===== config.mk =====
export PLATFORM = sky130hd
export DESIGN_NAME = iou_duplicate_box_filter_unit
export DESIGN_NICKNAME = d
export VERILOG_FILES = /design/src/iou_dbf_pkg.sv /design/src/iou_duplicate_box_filter_unit.sv /design/src/iou_dbf_dp.sv /design/src/iou_dbf_ctrl.sv
export SDC_FILE = /design/constraint.sdc
export NUM_CORES = 2
export LEC_CHECK = 0
export ABC_AREA = 1
export BUFFER_PORTS_ARGS = -buffer_cell sky130_fd_sc_hd__buf_2
export CAP_MARGIN = 20
export CORE_MARGIN = 3
export CORE_UTILIZATION = 45
export CTS_CLUSTER_DIAMETER = 200
export DETAILED_ROUTE_END_ITERATION = 10
export SLEW_MARGIN = 20
export SYNTH_ARGS = -nofsm -noshare
export SYNTH_HDL_FRONTEND = slang
export SYNTH_SLANG_ARGS = --single-unit

===== constraint.sdc =====
create_clock -name clk -period 7.3 [get_ports clk]
set_input_delay 1.46 -clock clk [delete_from_list [all_inputs] [get_ports clk]]
set_output_delay 1.46 -clock clk [all_outputs]
set_load 0.02 [all_outputs]

===== src/iou_dbf_pkg.sv =====
`timescale 1ns / 1ps

package iou_dbf_pkg;

  // Fixed field widths of the item and result formats.
  localparam int COORD_BITS = 12;
  localparam int THR_W      = 9;
  localparam int IOU_FRAC   = 8;
  localparam int SLOT_W     = 4;
  localparam int COUNT_W    = 5;

  // Derived arithmetic widths.
  localparam int AREA_W = 2 * COORD_BITS;
  localparam int UNI_W  = AREA_W + 1;
  localparam int PROD_W = THR_W + UNI_W;

  localparam logic [THR_W-1:0] THR_RESET = THR_W'(128);

  // Item kinds.
  localparam logic KIND_START = 1'b0;
  localparam logic KIND_BOX   = 1'b1;

  typedef struct packed {
    logic                  kind;
    logic [COORD_BITS-1:0] box_x;
    logic [COORD_BITS-1:0] box_y;
    logic [COORD_BITS-1:0] box_w;
    logic [COORD_BITS-1:0] box_h;
  } in_item_t;

  typedef struct packed {
    logic               kept;
    logic [SLOT_W-1:0]  slot;
    logic               overflow;
    logic [COUNT_W-1:0] kept_count;
  } out_item_t;

  typedef struct packed {
    logic [COORD_BITS-1:0] x;
    logic [COORD_BITS-1:0] y;
    logic [COORD_BITS-1:0] w;
    logic [COORD_BITS-1:0] h;
  } box_t;

  // Controller to datapath commands.
  typedef struct packed {
    logic load;
    logic rd_en;
    logic wr_en;
    logic flush;
  } dp_cmd_t;

  // Datapath to controller status.
  typedef struct packed {
    logic busy;
    logic hit;
  } dp_status_t;

endpackage


===== src/iou_duplicate_box_filter_unit.sv =====
`timescale 1ns / 1ps

// Channel   Direction  Handshake             Payload
// in_       input      in_valid / in_stall   in_item_t (kind, box_x, box_y, box_w, box_h)
// out_      output     out_valid / out_stall out_item_t (kept, slot, overflow, kept_count)
// cfg_      input      cfg_wr_en             cfg_wr_data (iou_threshold, 9 bits)
//
// A start item passes through ST_RESULT before the next item is accepted.
// A box item passes through ST_SETUP and ST_SCAN to ST_RESULT; the scan ends at the
// first match in store order or after all kept boxes: one compare per cycle
// enters a five-stage compare pipeline, which drains before the append.
// Reset (rst_n low, synchronous) empties the store and sets the threshold to 128.
// A result held by out_stall waits in the output register; the next item is still accepted.

module iou_duplicate_box_filter_unit import iou_dbf_pkg::*; #(
  parameter int MAX_BOXES = 16
) (
  input  logic             clk,
  input  logic             rst_n,
  input  logic             in_valid,
  output logic             in_stall,
  input  in_item_t         in_item,
  output logic             out_valid,
  input  logic             out_stall,
  output out_item_t        out_item,
  input  logic             cfg_wr_en,
  input  logic [THR_W-1:0] cfg_wr_data
);

  localparam int AW = $clog2(MAX_BOXES);

  dp_cmd_t       cmd;
  dp_status_t    status;
  logic [AW-1:0] rd_addr;
  logic [AW-1:0] wr_addr;
  logic [AW-1:0] hit_idx;

  // Sequencer for scan, append and result.
  iou_dbf_ctrl #(
    .MAX_BOXES (MAX_BOXES)
  ) u_ctrl (
    .clk       (clk),
    .rst_n     (rst_n),
    .in_valid  (in_valid),
    .in_stall  (in_stall),
    .in_kind   (in_item.kind),
    .out_valid (out_valid),
    .out_stall (out_stall),
    .out_item  (out_item),
    .cmd       (cmd),
    .rd_addr   (rd_addr),
    .wr_addr   (wr_addr),
    .status    (status),
    .hit_idx   (hit_idx)
  );

  // Box store and overlap compare pipeline.
  iou_dbf_dp #(
    .MAX_BOXES (MAX_BOXES)
  ) u_dp (
    .clk         (clk),
    .rst_n       (rst_n),
    .in_item     (in_item),
    .cfg_wr_en   (cfg_wr_en),
    .cfg_wr_data (cfg_wr_data),
    .cmd         (cmd),
    .rd_addr     (rd_addr),
    .wr_addr     (wr_addr),
    .status      (status),
    .hit_idx     (hit_idx)
  );

endmodule


===== src/iou_dbf_dp.sv =====
`timescale 1ns / 1ps

module iou_dbf_dp import iou_dbf_pkg::*; #(
  parameter int MAX_BOXES = 16,
  localparam int AW = $clog2(MAX_BOXES)
) (
  input  logic              clk,
  input  logic              rst_n,
  input  in_item_t          in_item,
  input  logic              cfg_wr_en,
  input  logic [THR_W-1:0]  cfg_wr_data,
  input  dp_cmd_t           cmd,
  input  logic [AW-1:0]     rd_addr,
  input  logic [AW-1:0]     wr_addr,
  output dp_status_t        status,
  output logic [AW-1:0]     hit_idx
);

  localparam int CB = COORD_BITS;

  // Kept-box store, one read and one write port.
  box_t kept_boxes_r [MAX_BOXES];

  logic [THR_W-1:0]  thr_r;
  box_t              box_r;
  logic [AREA_W-1:0] pa_r;

  // Pipeline stage registers.
  logic              v0_r, v1_r, v2_r, v3_r, v4_r;
  logic [AW-1:0]     idx0_r, idx1_r, idx2_r, idx3_r, idx4_r;
  box_t              q0_r;
  logic [CB-1:0]     iw1_r, ih1_r;
  logic [AREA_W-1:0] qa1_r, qa2_r;
  logic [AREA_W-1:0] inter2_r, inter3_r;
  logic [UNI_W-1:0]  uni3_r;
  logic              hit4_r;

  // Overlap edges of the offered box against the stored box.
  logic [CB-1:0] left, top;
  logic [CB:0]   p_right, p_bottom, q_right, q_bottom, right, bottom;
  logic [PROD_W-1:0] lhs, rhs;

  always_comb begin
    left     = (box_r.x > q0_r.x) ? box_r.x : q0_r.x;
    top      = (box_r.y > q0_r.y) ? box_r.y : q0_r.y;
    p_right  = {1'b0, box_r.x} + {1'b0, box_r.w};
    p_bottom = {1'b0, box_r.y} + {1'b0, box_r.h};
    q_right  = {1'b0, q0_r.x} + {1'b0, q0_r.w};
    q_bottom = {1'b0, q0_r.y} + {1'b0, q0_r.h};
    right    = (p_right < q_right) ? p_right : q_right;
    bottom   = (p_bottom < q_bottom) ? p_bottom : q_bottom;
  end

  // Duplicate test: inter * 256 > threshold * union.
  assign lhs = PROD_W'({inter3_r, IOU_FRAC'(0)});
  assign rhs = PROD_W'(thr_r) * PROD_W'(uni3_r);

  // Threshold register.
  always_ff @(posedge clk) begin
    if (!rst_n) begin
      thr_r <= THR_RESET;
    end else if (cfg_wr_en) begin
      thr_r <= cfg_wr_data;
    end
  end

  // Offered box and its area.
  always_ff @(posedge clk) begin
    if (cmd.load) begin
      box_r.x <= in_item.box_x;
      box_r.y <= in_item.box_y;
      box_r.w <= in_item.box_w;
      box_r.h <= in_item.box_h;
    end
    pa_r <= AREA_W'(box_r.w) * AREA_W'(box_r.h);
  end

  // Store write and registered read.
  always_ff @(posedge clk) begin
    if (cmd.wr_en) begin
      kept_boxes_r[wr_addr] <= box_r;
    end
    if (cmd.rd_en) begin
      q0_r   <= kept_boxes_r[rd_addr];
      idx0_r <= rd_addr;
    end
  end

  // Valid bits of the compare pipeline.
  always_ff @(posedge clk) begin
    if (!rst_n || cmd.flush) begin
      v0_r <= 1'b0;
      v1_r <= 1'b0;
      v2_r <= 1'b0;
      v3_r <= 1'b0;
      v4_r <= 1'b0;
    end else begin
      v0_r <= cmd.rd_en;
      v1_r <= v0_r;
      v2_r <= v1_r;
      v3_r <= v2_r;
      v4_r <= v3_r;
    end
  end

  // Compare pipeline payload.
  always_ff @(posedge clk) begin
    // Intersection extents and stored area.
    iw1_r  <= (right > {1'b0, left}) ? CB'(right - {1'b0, left}) : '0;
    ih1_r  <= (bottom > {1'b0, top}) ? CB'(bottom - {1'b0, top}) : '0;
    qa1_r  <= AREA_W'(q0_r.w) * AREA_W'(q0_r.h);
    idx1_r <= idx0_r;
    // Intersection area.
    inter2_r <= AREA_W'(iw1_r) * AREA_W'(ih1_r);
    qa2_r    <= qa1_r;
    idx2_r   <= idx1_r;
    // Union area.
    uni3_r   <= {1'b0, pa_r} + {1'b0, qa2_r} - {1'b0, inter2_r};
    inter3_r <= inter2_r;
    idx3_r   <= idx2_r;
    // Threshold decision; a zero union never matches.
    hit4_r <= (uni3_r != '0) && (lhs > rhs);
    idx4_r <= idx3_r;
  end

  assign status.busy = v0_r | v1_r | v2_r | v3_r | v4_r;
  assign status.hit  = v4_r & hit4_r;
  assign hit_idx     = idx4_r;

endmodule


===== src/iou_dbf_ctrl.sv =====
`timescale 1ns / 1ps

module iou_dbf_ctrl import iou_dbf_pkg::*; #(
  parameter int MAX_BOXES = 16,
  localparam int AW = $clog2(MAX_BOXES),
  localparam int CW = $clog2(MAX_BOXES + 1)
) (
  input  logic          clk,
  input  logic          rst_n,
  input  logic          in_valid,
  output logic          in_stall,
  input  logic          in_kind,
  output logic          out_valid,
  input  logic          out_stall,
  output out_item_t     out_item,
  output dp_cmd_t       cmd,
  output logic [AW-1:0] rd_addr,
  output logic [AW-1:0] wr_addr,
  input  dp_status_t    status,
  input  logic [AW-1:0] hit_idx
);

  typedef enum logic [1:0] {
    ST_IDLE,
    ST_SETUP,
    ST_SCAN,
    ST_RESULT
  } state_t;

  state_t    state_r, state_nxt;
  logic [CW-1:0] count_r, count_nxt;
  logic [CW-1:0] issue_r, issue_nxt;
  out_item_t res_r, res_nxt;
  out_item_t out_item_r, out_item_nxt;
  logic      out_valid_r, out_valid_nxt;

  // Next-state and command logic.
  always_comb begin
    state_nxt     = state_r;
    count_nxt     = count_r;
    issue_nxt     = issue_r;
    res_nxt       = res_r;
    out_valid_nxt = out_valid_r & out_stall;
    out_item_nxt  = out_item_r;
    cmd           = '0;
    rd_addr       = issue_r[AW-1:0];
    wr_addr       = count_r[AW-1:0];

    unique case (state_r)
      ST_IDLE: begin
        if (in_valid) begin
          cmd.load = 1'b1;
          if (in_kind == KIND_START) begin
            count_nxt = '0;
            res_nxt   = '0;
            state_nxt = ST_RESULT;
          end else begin
            issue_nxt = '0;
            state_nxt = ST_SETUP;
          end
        end
      end

      // Box area settles in the datapath.
      ST_SETUP: begin
        state_nxt = ST_SCAN;
      end

      ST_SCAN: begin
        if (status.hit) begin
          // First matching kept box, in store order.
          cmd.flush           = 1'b1;
          res_nxt.kept        = 1'b0;
          res_nxt.slot        = SLOT_W'(hit_idx);
          res_nxt.overflow    = 1'b0;
          res_nxt.kept_count  = COUNT_W'(count_r);
          state_nxt           = ST_RESULT;
        end else if (issue_r == count_r && !status.busy) begin
          // No match: append if there is room.
          res_nxt = '0;
          if (count_r < CW'(MAX_BOXES)) begin
            cmd.wr_en    = 1'b1;
            count_nxt    = count_r + 1'b1;
            res_nxt.kept = 1'b1;
            res_nxt.slot = SLOT_W'(count_r);
          end else begin
            res_nxt.overflow = 1'b1;
          end
          res_nxt.kept_count = COUNT_W'(count_nxt);
          state_nxt          = ST_RESULT;
        end else if (issue_r != count_r) begin
          cmd.rd_en = 1'b1;
          issue_nxt = issue_r + 1'b1;
        end
      end

      ST_RESULT: begin
        if (!out_valid_r || !out_stall) begin
          out_valid_nxt = 1'b1;
          out_item_nxt  = res_r;
          state_nxt     = ST_IDLE;
        end
      end

      default: begin
        state_nxt = ST_IDLE;
      end
    endcase
  end

  // State, counters and output register.
  always_ff @(posedge clk) begin
    if (!rst_n) begin
      state_r     <= ST_IDLE;
      count_r     <= '0;
      issue_r     <= '0;
      out_valid_r <= 1'b0;
    end else begin
      state_r     <= state_nxt;
      count_r     <= count_nxt;
      issue_r     <= issue_nxt;
      out_valid_r <= out_valid_nxt;
      res_r       <= res_nxt;
      out_item_r  <= out_item_nxt;
    end
  end

  assign in_stall  = (state_r != ST_IDLE);
  assign out_valid = out_valid_r;
  assign out_item  = out_item_r;

endmodule

==> metrics.txt <==
fmax approximately 160 MHz; Post-Synthesis Cells between 6k and 7k; Total GRT Usage a little under a quarter; slowest CP cell dfxtp_1; vias per inst 5.39; final net count about 7.7k; largest net degree at the start of global routing a little over 200; count leader, synth nand2_1; routed len/inst 20.5 um; WHS 0.316 ns; crit path launch type flop; initial drt markers 3488; HP Class flop to flop; Post-Syn Nets roughly 7.7k; Hold Vio Cnt, Final 0; setup bufs post-CTS 0; initial antenna violation count 4; Syn Std Cell Area 67300 um^2; asr flop ratio synth 0%; die height roughly 390 um; max incr delay on CP between 0.8 and 0.9 ns; io pins 76; most used cell, CP fa_1; post-synth top area cell edfxtp_1; CTS tree done; Worst-path clk slew about 0.06 ns; clock latency on the worst-skew pair 0.79 ns; crit-path cells nand2_1 -> fa_1 -> inv_1 -> fa_1 -> fa_1 -> inv_1 -> fa_1 -> inv_1 -> ha_1 -> a21oi_1 -> o21ai_0 -> a21oi_1 -> nand3_1 -> a21oi_1 -> xor2_1 -> ha_1 -> nand2_1 -> nor2_1 -> and3_1 -> nand2_1 -> nor3_1 -> nor2_1 -> nand4_1 -> nor2_1; clock sink count 1103; htree depth 3; dpl hpwl approximately 120000 um; syn avg cell area between 9 and 10 um^2; Resized cells post-CTS 0; Top FF cell, synth edfxtp_1; Slew headroom around 28%; clk_skew 0.124 ns; RSZ-0062 raised after global routing false; Min Clock Period, post-route 6.24 ns; fin. max-slew vios 0; total length of routed wires around 180000 um; Remaining Overflow, GRT 0; vias in the first global route ~47k; run status finished, final reports clean; Hold-fix buffers, CTS 0; CP Class flop to flop; Crit Path Max Fanout 20; post-route ant nets 0; first-pass GRT wire length 278000 um; CP Capture Type flop; Setup Total Neg Slack 0 ns; Bufs on Longest Clock Path 3; Area contributors post-synth edfxtp_1, fa_1, ha_1; PortBufs between 70 and 80; Num CTS Buffers approximately 110; area grow syn2layout 9.55%; period utilization a little under nine tenths; die width between 300 and 400 um; Rows 141; layout cells sized above 1 5.75%; Root Driver clkbuf_16; share of the synthesized area in the top cell type 39.7%; Finish-stage setup viols 0; via count about 47k; max-cap viol count 0; number of synthesized flops with an enable pin 890; core footprint about 150000 um^2; most frequent cells after synthesis nand2_1, inv_1, edfxtp_1; number of library cell types mapped by synthesis 49; Worst Path Arrival 6.84 ns; post-synthesis sequential area ratio ~46%; die footprint between 150000 and 200000 um^2; Seq cells post-synth around 1.1k; Slew @ Worst Pin 1.07 ns; WP data required slightly below 8 ns; initial core utilization ~45%; Synthesis Warnings 0; Final Wtd Congestion roughly 0.92; number of remaining DRC errors 0; first-pass detailed-route iteration total 5
[critical path: cells and delay by family, from the launching register on]
| kind | cells | cell delay [ns] |
|---|---|---|
| AND/OR/NAND/NOR | 10 | 1.19 |
| flip-flops | 1 | 0.88 |
| buffers and inverters | 3 | 0.15 |
| AO/OA/AOI/OAI | 4 | 0.94 |
| adder cells (fa/ha/maj) | 6 | 2.65 |
| XOR/XNOR | 1 | 0.34 |
[flip-flops by register name (all words and copies together), names as in the netlist, 2 cells and up]
register,cells
u_dp.qa1_r,24
u_dp.idx0_r,4
u_dp.thr_r,9
u_ctrl.issue_r,5
u_dp.uni3_r,25
u_dp.idx3_r,4
u_dp.idx1_r,4
u_ctrl.count_r,5
u_ctrl.res_r,11
u_ctrl.out_item,11
u_dp.inter2_r,24
u_dp.iw1_r,12
u_dp.ih1_r,12
u_ctrl.state_r,2
u_dp.pa_r,24
u_dp.q0_r,48
u_dp.idx2_r,4
u_dp.inter3_r,24
u_dp.hit_idx,4
u_dp.kept_boxes_r,768
u_dp.box_r,48
u_dp.qa2_r,24
[through the flow]
step | std cells | instance area, um^2 | worst slack, ns | utilization [%]
2_1_floorplan | 6741 | 67300 | 1.96 | -
3_3_place_gp | 8556 | 69900 | 1.03 | 47.2
3_5_place_dp | 8556 | 69900 | 1.01 | 47.2
4_1_cts | 8764 | 73700 | 1.02 | 49.8
5_1_grt | 8764 | 73700 | 0.597 | 49.8
6_report | 8766 | 73700 | 1.06 | 49.8
[routing by layer]
| metal | vias to the layer above | track usage, % | share of wire [%] |
|---|---|---|---|
| li1 | 22100 | - | - |
| met1 | 23500 | 31.6 | 44 |
| met2 | 1359 | 40.3 | 49 |
| met3 | 248 | 2.74 | 5.2 |
| met4 | 0 | 5.98 | 2.3 |
| met5 | - | 0 | 0 |
[cell usage in the layout, fill, tap and decap left out, types with 78 or more instances in the layout]
cell type and count:
a21oi_1 235, buf_4 101, clkbuf_16 113, dfxtp_1 210, edfxtp_1 890, fa_1 492
ha_1 419, inv_1 1088, nand2_1 1222, nand3_1 185, nor2_1 548, o21ai_0 542
o22ai_1 120, xnor2_1 78, xor2_1 87
[cell families (layout without fill, tap and decap cells)]
logic type      count (synthesis)  after routing  share of synthesized area [%]
flops                        1103           1103                           46.0
compound gates               1110           1110                           9.39
xor+xnor                      165            165                           2.15
fa+ha+maj                     911            911                           22.4
buf+inv                      1390           1483                           7.85
simple gates                 2062           2062                           12.1
other cells                     0              2                              0
[final timing paths]
kind	startpoint	cells after the start	to	slack [ns]
min reg2reg	u_dp.idx2_r[0]	0	u_dp.idx3_r[0]	0.32
max	u_dp.thr_r[0]	24	u_dp.hit4_r	1.06
min	u_dp.idx2_r[0]	0	u_dp.idx3_r[0]	0.32
max reg2reg	u_dp.thr_r[0]	24	u_dp.hit4_r	1.06
[layout make-up]
type,count,area [um^2]
Antenna cell,2,5.00
Fill cell,13500,74500
Tap cell,1930,2410
Multi-Input combinational cell,4248,31200
Clock inverter,65,795
Sequential cell,1103,31000
Clock buffer,143,3050
Timing Repair Buffer,178,1170
Inverter,1097,4130
Power is not shown: default switching activity piles up to over one toggle a cycle in this logic, so the estimate is an artifact.
